[config.mk]
export PLATFORM = sky130hd
export DESIGN_NAME = accel_orientation_detector_core
export DESIGN_NICKNAME = d
export VERILOG_FILES = /design/src/rtl/core/aod_pkg.sv /design/src/rtl/core/accel_orientation_detector_core.sv
export SDC_FILE = /design/constraint.sdc
export NUM_CORES = 2
export LEC_CHECK = 0
export BUFFER_PORTS_ARGS = -buffer_cell sky130_fd_sc_hd__buf_2
export CAP_MARGIN = 10
export CORE_MARGIN = 1.5
export CORE_UTILIZATION = 40
export CTS_CLUSTER_SIZE = 10
export DETAILED_ROUTE_END_ITERATION = 8
export PLACE_DENSITY = 0.64
export SYNTH_ARGS = -nofsm -noshare
export SYNTH_HDL_FRONTEND = slang
export SYNTH_SLANG_ARGS = --single-unit
[constraint.sdc]
create_clock -name clk -period 21.6 [get_ports clk]
set_input_delay 4.32 -clock clk [delete_from_list [all_inputs] [get_ports clk]]
set_output_delay 4.32 -clock clk [all_outputs]
set_load 0.05 [all_outputs]
[src/rtl/core/aod_pkg.sv]
// ----------------------------------------------------------------------------
// aod_pkg
// Types and constants of the accelerometer orientation detector.
// ----------------------------------------------------------------------------
package aod_pkg;

    localparam int SAMPLE_BITS = 16;
    localparam int TIME_W      = 63;
    localparam int ADDR_W      = 5;
    localparam int REG_IDX_W   = 3;
    localparam int GRAV_W      = 15;

    localparam logic [REG_IDX_W-1:0] REG_ENABLE   = 3'd0;
    localparam logic [REG_IDX_W-1:0] REG_SWAP_XY  = 3'd1;
    localparam logic [REG_IDX_W-1:0] REG_INVERT_X = 3'd2;
    localparam logic [REG_IDX_W-1:0] REG_INVERT_Y = 3'd3;
    localparam logic [REG_IDX_W-1:0] REG_INVERT_Z = 3'd4;
    localparam logic [REG_IDX_W-1:0] REG_ROT_OFFS = 3'd5;
    localparam logic [REG_IDX_W-1:0] REG_GRAVITY  = 3'd6;
    localparam logic [REG_IDX_W-1:0] REG_SETTLE   = 3'd7;

    localparam logic [GRAV_W-1:0] GRAVITY_RESET = 15'd1792;
    localparam logic [31:0]       SETTLE_RESET  = 32'd200000000;

    typedef struct packed {
        logic signed [SAMPLE_BITS-1:0] accel_x;
        logic signed [SAMPLE_BITS-1:0] accel_y;
        logic signed [SAMPLE_BITS-1:0] accel_z;
        logic [TIME_W-1:0]             sample_time;
        logic                          is_accel_sample;
    } in_item_t;

    typedef struct packed {
        logic [1:0]        orientation;
        logic [TIME_W-1:0] event_time;
    } out_item_t;

endpackage

[src/rtl/core/accel_orientation_detector_core.sv]
// Path: a sample goes from the input reg through the decision logic to the result reg and out_valid.
// Throughput: one sample per cycle; the input reg stalls only while a result waits on out_ready.
// Decision logic updates candidate/report state per sample, so samples chain back to back.
// Reset: asynchronous, active low; config regs take defaults, tracking state clears.
// ----------------------------------------------------------------------------
// accel_orientation_detector_core
// Screen orientation from accelerometer samples with a settle timer and APB config.
// ----------------------------------------------------------------------------
module accel_orientation_detector_core (
    input  logic                        clk,
    input  logic                        rst_n,
    input  logic                        psel,
    input  logic                        penable,
    input  logic                        pwrite,
    input  logic [aod_pkg::ADDR_W-1:0]  paddr,
    input  logic [31:0]                 pwdata,
    output logic [31:0]                 prdata,
    output logic                        pready,
    input  logic                        in_valid,
    output logic                        in_ready,
    input  aod_pkg::in_item_t           in_data,
    output logic                        out_valid,
    input  logic                        out_ready,
    output aod_pkg::out_item_t          out_data
);
    import aod_pkg::*;

    localparam int SB    = SAMPLE_BITS;
    localparam int SQ_W  = 2 * SB;
    localparam int SUM_W = SQ_W + 2;
    localparam int THR_W = 2 * GRAV_W;

    localparam logic signed [SB-1:0] S_MIN = {1'b1, {(SB-1){1'b0}}};
    localparam logic signed [SB-1:0] S_MAX = {1'b0, {(SB-1){1'b1}}};

    function automatic logic signed [SB-1:0] neg_sat(input logic signed [SB-1:0] v);
        if (v == S_MIN)
        begin
            return S_MAX;
        end
        return -v;
    endfunction

    function automatic logic [SB-1:0] mag(input logic signed [SB-1:0] v);
        logic signed [SB-1:0] n;
        n = -v;
        return v[SB-1] ? SB'(n) : SB'(v);
    endfunction

    // ------------------------------------------------------------------
    // Configuration
    // ------------------------------------------------------------------
    logic                 enable_reg, swap_xy_reg, invert_x_reg, invert_y_reg, invert_z_reg;
    logic [1:0]           rot_offs_reg;
    logic [GRAV_W-1:0]    gravity_reg;
    logic [31:0]          settle_reg;
    logic [THR_W-1:0]     thr2_reg;
    logic                 cfg_wr;
    logic [REG_IDX_W-1:0] cfg_idx;

    assign pready  = 1'b1;
    assign cfg_wr  = psel & penable & pwrite;
    assign cfg_idx = paddr[ADDR_W-1:2];

    always_ff @(posedge clk or negedge rst_n)
    begin
        if (!rst_n)
        begin
            enable_reg   <= 1'b0;
            swap_xy_reg  <= 1'b0;
            invert_x_reg <= 1'b0;
            invert_y_reg <= 1'b0;
            invert_z_reg <= 1'b0;
            rot_offs_reg <= 2'd0;
            gravity_reg  <= GRAVITY_RESET;
            settle_reg   <= SETTLE_RESET;
        end
        else if (cfg_wr)
        begin
            case (cfg_idx)
                REG_ENABLE:   enable_reg   <= pwdata[0];
                REG_SWAP_XY:  swap_xy_reg  <= pwdata[0];
                REG_INVERT_X: invert_x_reg <= pwdata[0];
                REG_INVERT_Y: invert_y_reg <= pwdata[0];
                REG_INVERT_Z: invert_z_reg <= pwdata[0];
                REG_ROT_OFFS: rot_offs_reg <= pwdata[1:0];
                REG_GRAVITY:  gravity_reg  <= pwdata[GRAV_W-1:0];
                REG_SETTLE:   settle_reg   <= pwdata;
                default:      ;
            endcase
        end
    end

    // squared threshold, refreshed every cycle; the user must change config only while idle (not enforced here)
    always_ff @(posedge clk)
    begin
        thr2_reg <= THR_W'(gravity_reg) * THR_W'(gravity_reg);
    end

    always_comb
    begin
        case (cfg_idx)
            REG_ENABLE:   prdata = {31'd0, enable_reg};
            REG_SWAP_XY:  prdata = {31'd0, swap_xy_reg};
            REG_INVERT_X: prdata = {31'd0, invert_x_reg};
            REG_INVERT_Y: prdata = {31'd0, invert_y_reg};
            REG_INVERT_Z: prdata = {31'd0, invert_z_reg};
            REG_ROT_OFFS: prdata = {30'd0, rot_offs_reg};
            REG_GRAVITY:  prdata = {{(32-GRAV_W){1'b0}}, gravity_reg};
            REG_SETTLE:   prdata = settle_reg;
            default:      prdata = 32'd0;
        endcase
    end

    // ------------------------------------------------------------------
    // Pipeline control
    // ------------------------------------------------------------------
    logic a_valid_reg, out_valid_reg;
    logic c_go, a_free;

    assign c_go     = a_valid_reg & (~out_valid_reg | out_ready);
    assign a_free   = ~a_valid_reg | c_go;
    assign in_ready = a_free;

    // ------------------------------------------------------------------
    // Input register
    // ------------------------------------------------------------------
    in_item_t a_item_reg;

    always_ff @(posedge clk or negedge rst_n)
    begin
        if (!rst_n)
        begin
            a_valid_reg <= 1'b0;
        end
        else if (a_free)
        begin
            a_valid_reg <= in_valid;
        end
    end

    always_ff @(posedge clk)
    begin
        if (in_valid && a_free)
        begin
            a_item_reg <= in_data;
        end
    end

    // ------------------------------------------------------------------
    // Axis transform, dominance, squares
    // ------------------------------------------------------------------
    logic signed [SB-1:0] xi, yi, zi, xs, ys;
    logic [SB-1:0]        ax, ay, az;
    logic signed [SB:0]   xe, ye, axe, aye;
    logic                 dom_hit;
    logic [1:0]           dom_rot;
    logic [SQ_W-1:0]      sqx, sqy, sqz;

    always_comb
    begin
        xi  = invert_x_reg ? neg_sat(a_item_reg.accel_x) : a_item_reg.accel_x;
        yi  = invert_y_reg ? neg_sat(a_item_reg.accel_y) : a_item_reg.accel_y;
        zi  = invert_z_reg ? neg_sat(a_item_reg.accel_z) : a_item_reg.accel_z;
        xs  = swap_xy_reg ? yi : xi;
        ys  = swap_xy_reg ? xi : yi;
        ax  = mag(xs);
        ay  = mag(ys);
        az  = mag(zi);
        xe  = {xs[SB-1], xs};
        ye  = {ys[SB-1], ys};
        axe = $signed({1'b0, ax});
        aye = $signed({1'b0, ay});
        sqx = SQ_W'(ax) * SQ_W'(ax);
        sqy = SQ_W'(ay) * SQ_W'(ay);
        sqz = SQ_W'(az) * SQ_W'(az);

        dom_hit = 1'b1;
        dom_rot = 2'd0;
        if (ye > axe)
        begin
            dom_rot = 2'd0;
        end
        else if (xe > aye)
        begin
            dom_rot = 2'd1;
        end
        else if (ye < -axe)
        begin
            dom_rot = 2'd2;
        end
        else if (xe < -aye)
        begin
            dom_rot = 2'd3;
        end
        else
        begin
            dom_hit = 1'b0;
        end
    end

    // ------------------------------------------------------------------
    // Decision against candidate and report state
    // ------------------------------------------------------------------
    logic [1:0]        cand_rot_reg, last_rep_reg;
    logic              cand_valid_reg, has_rep_reg;
    logic [TIME_W-1:0] cand_since_reg;

    logic [SUM_W-1:0]  sum_sq;
    logic              low_mag;
    logic [1:0]        held, rot;
    logic [TIME_W:0]   deadline;
    logic              active, new_cand, settled, emit;

    always_comb
    begin
        sum_sq   = SUM_W'(sqx) + SUM_W'(sqy) + SUM_W'(sqz);
        low_mag  = sum_sq < SUM_W'(thr2_reg);
        // held value already carries the offset
        held     = has_rep_reg ? last_rep_reg : rot_offs_reg;
        rot      = (low_mag || !dom_hit) ? held : 2'(dom_rot + rot_offs_reg);
        deadline = {1'b0, cand_since_reg} + (TIME_W+1)'(settle_reg);
        active   = c_go & enable_reg & a_item_reg.is_accel_sample;
        new_cand = ~cand_valid_reg | (rot != cand_rot_reg);
        settled  = ~({1'b0, a_item_reg.sample_time} < deadline);
        emit     = active & ~new_cand & settled & (~has_rep_reg | (rot != last_rep_reg));
    end

    always_ff @(posedge clk or negedge rst_n)
    begin
        if (!rst_n)
        begin
            cand_rot_reg   <= 2'd0;
            cand_valid_reg <= 1'b0;
            cand_since_reg <= '0;
            last_rep_reg   <= 2'd0;
            has_rep_reg    <= 1'b0;
        end
        else if (cfg_wr && cfg_idx == REG_ENABLE)
        begin
            cand_rot_reg   <= 2'd0;
            cand_valid_reg <= 1'b0;
            cand_since_reg <= '0;
            last_rep_reg   <= 2'd0;
            has_rep_reg    <= 1'b0;
        end
        else if (active)
        begin
            if (new_cand)
            begin
                cand_rot_reg   <= rot;
                cand_valid_reg <= 1'b1;
                cand_since_reg <= a_item_reg.sample_time;
            end
            else if (emit)
            begin
                last_rep_reg <= rot;
                has_rep_reg  <= 1'b1;
            end
        end
    end

    // ------------------------------------------------------------------
    // Result register
    // ------------------------------------------------------------------
    out_item_t out_data_reg;

    always_ff @(posedge clk or negedge rst_n)
    begin
        if (!rst_n)
        begin
            out_valid_reg <= 1'b0;
        end
        else if (emit)
        begin
            out_valid_reg <= 1'b1;
        end
        else if (out_ready)
        begin
            out_valid_reg <= 1'b0;
        end
    end

    always_ff @(posedge clk)
    begin
        if (emit)
        begin
            out_data_reg.orientation <= rot;
            out_data_reg.event_time  <= a_item_reg.sample_time;
        end
    end

    assign out_valid = out_valid_reg;
    assign out_data  = out_data_reg;

endmodule

* After elaboration in Yosys (flattened, before gate mapping) *
Cells that the tools add are included.

word-level totals
  register bits after elaboration = 332
  input bits = 156
  output and inout bits = 100
  logic and storage cells = 142

cells by class
  add/subtract/negate cells = 12
  multipliers = 4
  order comparisons = 6
  equal/unequal tests = 13
  multiplexer cells = 47
  bitwise operators = 18
  reduce and logical (&&, ||, !) cells = 19

operators by type and width
  cell                    number
  $pmux W32 S8            1
  $mux W16                14
  $mux W63                3
  $mul A16 B16 Y32        3
  $neg A16 Y16            6
  $add A63 B32 Y64        1
  $lt A63 B64 Y1          1
  $eq A16 B16 Y1 const B  3
  $add A33 B32 Y34        1
  $gt A16 B17 Y1          2
  $lt A16 B17 Y1          2
  $lt A34 B30 Y1          1
  $neg A16 Y17            2
  $add A32 B32 Y33        1
  $mul A15 B15 Y30        1
  $mux W2                 13
  $reduce_and A2 Y1       9
  $mux W1                 16
  $eq A3 B3 Y1 const B    4
  $and A1 B1 Y1           8
  $reduce_bool A2 Y1      4
  $eq A3 B2 Y1 const B    2
  $not A1 Y1              6
  $ne A2 B2 Y1            2
  other kinds (9)         13

* Logic depth before layout (Yosys ltp) *
  word-level depth = 26
  mapped depth = 61
  mapped depth without buffers = 57

* Worst setup path before layout *
OpenSTA, ideal clock, no wires.

  path kind = register to register
  start point = register a_item_reg[81] in the netlist's numbering
  end point = register out_data_reg (netlist bit out_data[0]) (enable)
  library setup time = 0.402 ns
  arrival time = 13.744 ns
  required time = 21.198 ns
  path slack = 7.454 ns
  stages on the path, launching flop included = 54
  clock period less this slack = 14.146 ns
  cells stage by stage = edfxtp_1 -> inv_1 -> ha_1 -> or3b_4 -> buf_6 -> nor4_4 -> buf_6 -> a211oi_1 -> or2_2 -> clkbuf_1 -> clkbuf_1 -> ha_1 -> inv_1 -> a211oi_1 -> nor2_1 -> xnor2_1 -> inv_1 -> clkbuf_1 -> [18 not listed] -> a21oi_1 -> inv_1 -> o31ai_1 -> a21oi_1 -> or3_1 -> a31oi_1 -> xnor2_1 -> ha_1 -> nand4_1 -> or3_1 -> nor2_1 -> a221oi_1 -> nand4_1 -> and2_1 -> buf_2 -> o22ai_1 -> or4b_4 -> nor2_4

on the way
  cells in the longest elaborated chain, start to end = 22
  elaborated cells between the ends (all ways) = 42
  classes of those cells = add/sub (8); mul (2); order compare (5); eq/ne (3); mux (16); bitwise (6); reduce/logical (2)

ends and longest elaborated chain
  item                                                       line                                    RTL
  start, declared                                            accel_orientation_detector_core.sv:128  in_item_t a_item_reg;
  start signal, assigned                                     accel_orientation_detector_core.sv:146  a_item_reg <= in_data;
  branches (longest 3 deep; another with $neg A16 Y16)       -
  $mux W16 (*)                                               accel_orientation_detector_core.sv:163  yi = invert_y_reg ? neg_sat(a_item_reg.accel_y) : a_item_reg.accel_y;
  branches (longest 11 deep; another with $add A33 B32 Y34)  -
  $mux W2 (*)                                                accel_orientation_detector_core.sv:221  rot = (low_mag || !dom_hit) ? held : 2'(dom_rot + rot_offs_reg);
  $ne A2 B2 Y1                                               accel_orientation_detector_core.sv:224  new_cand = ~cand_valid_reg | (rot != cand_rot_reg);
  $or A1 B1 Y1                                               accel_orientation_detector_core.sv:224
  $not A1 Y1                                                 accel_orientation_detector_core.sv:226  emit = active & ~new_cand & settled & (~has_rep_reg | (rot != last_rep_reg));
  $and A1 B1 Y1 (2 in a row)                                 accel_orientation_detector_core.sv:226
  $and A1 B1 Y1 (*)                                          accel_orientation_detector_core.sv:226
  via emit                                                   accel_orientation_detector_core.sv:213  logic active, new_cand, settled, emit;
  end, declared                                              accel_orientation_detector_core.sv:266  out_item_t out_data_reg;

Mark *: on every way through the listed nets, which the timed path passes.
A chain may end at the register's enable or synchronous reset.

* Worst setup path after layout *
  start point = register a_item_reg[81] in the netlist's numbering
  end point = register out_data_reg (netlist bit out_data[54]) (enable)

Same word-level chain as after synthesis.

==> impl_summary.txt <==
----------------------------------------------------
[Worst setup path]
  Nature of the critical path startpoint ... flop
  Worst endpoint data arrival time ... roughly 17,000 ps
  Critical Path Most Common Cell ... fa_1
  Crit path required time ... 21,830 ps
  Kind of end point of the critical path ... flop
  Critical path class ... flop to flop
  Delay of the slowest critical-path stage ... 780 ps
  Slack of the worst reg-to-reg path ... about 4400 ps
  Cell with the biggest individual delay on the critical path ... nor4_4
  Worst Path Max Fanout ... 67

[Synthesis]
  Yosys warning total ... 0
  Flip-flop cell with the highest count after synthesis ... edfxtp_1
  Fraction of post-synthesis cell area in the top cell type by area ... 0.302
  Area share of and/or/nand/nor cells after synthesis ... 0.138
  Area of the mapped netlist ... 0.0501 sq mm
  Combinational family with the most area after synthesis ... adder cells
  Avg Inst Size Synth ... roughly 9.5 sq um
  Number of distinct library cells after synthesis ... slightly below 100
  Mux share of post-synthesis cell area ... 0.0192
  Compound-gate portion of the synthesized area ... 0.0870
  Arithmetic-cell share of the synthesized area counting full adders, half adders and majority gates ... 0.439
  Leading cell types by total area after synthesis ... fa_1 (30%), ha_1 (14%), edfxtp_1 (11%)
  XOR/XNOR Fraction of Synth Area ... 0.0361
  Cell count after synthesis ... about 5,300
  Number of enable-type register cells in the synthesized netlist ... ~180
  Part of the Yosys area used for sequential elements ... 0.180
  Biggest area consumer among synthesized cells ... fa_1
  Synth Register Bits ... 331
  Post-synthesis async set-or-reset flop share ... 0.378

[Layout]
  Register cell area after layout ... 0.00904 sq mm
  Finished Cell Area ... between 0.05 and 0.06 sq mm
  Top library cells by usage in the layout, fill and taps aside ... inv_1 (1,120), fa_1 (757), ha_1 (547)
  Net total in the final layout ... roughly 7,000
  Number of filler instances in the final layout ... roughly 12,000
  Most common library cell in the layout ignoring fill and taps ... inv_1
  Flip-flop count of the largest register, all copies and words added ... 112
  Area of the multi-input gates ... 0.0363 sq mm
  Area grow syn2layout ... 9.43%
  Fraction of layout cells with a size suffix above 1 ... 0.0965
  Post-route insts no fill ... around 7,200

[GRT]
  Maximum number of pins on one net before global-route repair ... about 110
  Global-route wire length before repair ... between 200 and 250 mm
  Global routing usage summed across all routing layers ... 0.220
  Global-route congestion overflow total ... 0
  Number of global-route vias before repair ... approximately 40,000
  Initial antenna violation count ... 15

[Route]
  Starting DRT DRC Count ... ~2,500
  DR vias/cell ... around 5.3
  Post-detailed-route DRC marker count ... 12
  Detail-routed net length per standard cell ... 19.1 um
  Detailed Route WL ... 137 mm
  Remaining number of nets flagged by the antenna check after routing ... 0
  DR vias ... ~38,000
  Initial DRT Pass Iterations ... 7

[Die]
  Number of top-level pins ... around 260
  Starting density of the core ... 0.404
  Chip width ... 357 um
  Floorplan die area ... around 0.13 sq mm
  Placement Rows ... around 130
  Core Footprint ... 0.124 sq mm
  DIE HEIGHT ... approximately 360 um

[CTS]
  H-tree levels ... 2
  Buffers inserted during post-CTS setup optimization ... 0
  Post-CTS clock slew at the launch and capture registers of the worst setup and hold paths ... approximately 60 ps
  Clock root cell ... clkbuf_16
  CTS Hold Buffers Added ... 0
  Worst skew pair latency ... 620 ps
  Sink count of the clock tree ... 331
  Clock tree from TritonCTS ... done
  Gates resized, CTS repair ... 0
  Number of buffers added by the clock tree synthesis step ... 44
  Maximum count of clock buffers along a single path ... 3

[Job]
  Number of maximum-capacitance violations ... 0

[Timing]
  Final slew viol count ... 0
  Slew of the pin with the lowest slew margin ... about 1100 ps
  Worst slew margin relative to its limit ... 0.258
  Min Tclk post-route ... ~17,000 ps
  RSZ-0062 raised after global routing ... false
  Period Utilization, post-route ... 0.794
  Endpoints failing hold ... 0
  Setup-failing EPs final ... 0
  Total Negative Setup Slacks ... 0 ps
  Largest clock skew in the final design ... between 10 and 15 ps
  Max Freq ... about 0.06 GHz

[Placement]
  Area after DPL ... approximately 0.053 sq mm
  GPL Wtd Cong ... 0.951
  Placed cell count ... 7,100
  Post-DP HPWL ... around 110 mm
  Number of buffers added on ports ... between 200 and 300

[Run status]
  Status ... finished, violations left
  Failing checks ... DRC

[Worst hold path]
  Class of the tightest hold or removal check ... flop to flop

----------------------------------------------------
==> per-stage QoR <==
step / worst slack, ps / utilization / hold WS, ps
6_report: 4440 / 0.443 / 499
4_1_cts: 4630 / 0.442 / 499
3_3_place_gp: 4720 / 0.431 / 476
5_1_grt: 3680 / 0.442 / 505
2_1_floorplan: 7450 / - / 432
3_5_place_dp: 4680 / 0.431 / 475
==> cells in the mapped netlist (105+ instances only) <==
master       n
clkbuf_1   143
fa_1       757
xnor2_1    138
edfxtp_1   177
nand3_1    124
dfrtp_1    110
a21oi_1    144
nand4_1    107
inv_1     1120
nand2_1    385
nor2_1     345
ha_1       547
o21ai_0    109
and2_1     105
==> layer usage <==
layer | share of wire | vias up | global-route usage
met5 | 0.00075 | - | 0
li1 | - | 17500 | -
met2 | 0.46 | 1240 | 0.361
met3 | 0.072 | 253 | 0.0393
met1 | 0.43 | 18900 | 0.294
met4 | 0.037 | 16 | 0.0754
==> critical path, delay by kind of cell (launching register included) <==
| kind | cells | cell delay, ps |
|---|---|---|
| adder cells (fa/ha/maj) | 13 | 5760 |
| XOR/XNOR | 2 | 1170 |
| flip-flops | 1 | 500 |
| AND/OR/NAND/NOR | 14 | 4050 |
| multiplexers | 1 | 180 |
| AO/OA/AOI/OAI | 10 | 2240 |
| buffers and inverters | 10 | 2770 |
==> worst paths after layout <==
kind | start | endpoint | cells past startpoint
worst min register to register | a_item_reg[3]$_DFFE_PP_ | out_data[2]$_DFFE_PP_ | 0
worst max-delay path | a_item_reg[81]$_DFFE_PP_ | out_data[54]$_DFFE_PP_ | 50
max in group asynchronous | rst_n | invert_z_reg$_DFFE_PN0P_ | 2
min in group asynchronous | rst_n | settle_reg[31]$_DFFE_PN0P_ | 1
worst min-delay path | a_item_reg[3]$_DFFE_PP_ | out_data[2]$_DFFE_PP_ | 0
worst max register to register | a_item_reg[81]$_DFFE_PP_ | out_data[54]$_DFFE_PP_ | 50
==> kinds of logic after synthesis <==
logic type      Yosys count
simple gates           1397
buf+inv                1319
fa+ha+maj              1304
compound gates          637
flops                   331
xor+xnor                205
mux                      88
other cells               2
==> final cells by class <==
| type | instances | share of cell area |
|---|---|---|
| timing repair buffer | 319 | 0.0323 |
| tap | 1637 | 0.0373 |
| antenna | 5 | 0.000228 |
| sequential | 331 | 0.165 |
| multi-input combinational | 3671 | 0.662 |
| inverter | 1142 | 0.0781 |
| clock inverter | 13 | 0.00271 |
| clock buffer | 68 | 0.0226 |
Power is left out: the tool's default activity adds up to more than one toggle a clock period on the data nets, which glitch-free logic cannot reach.
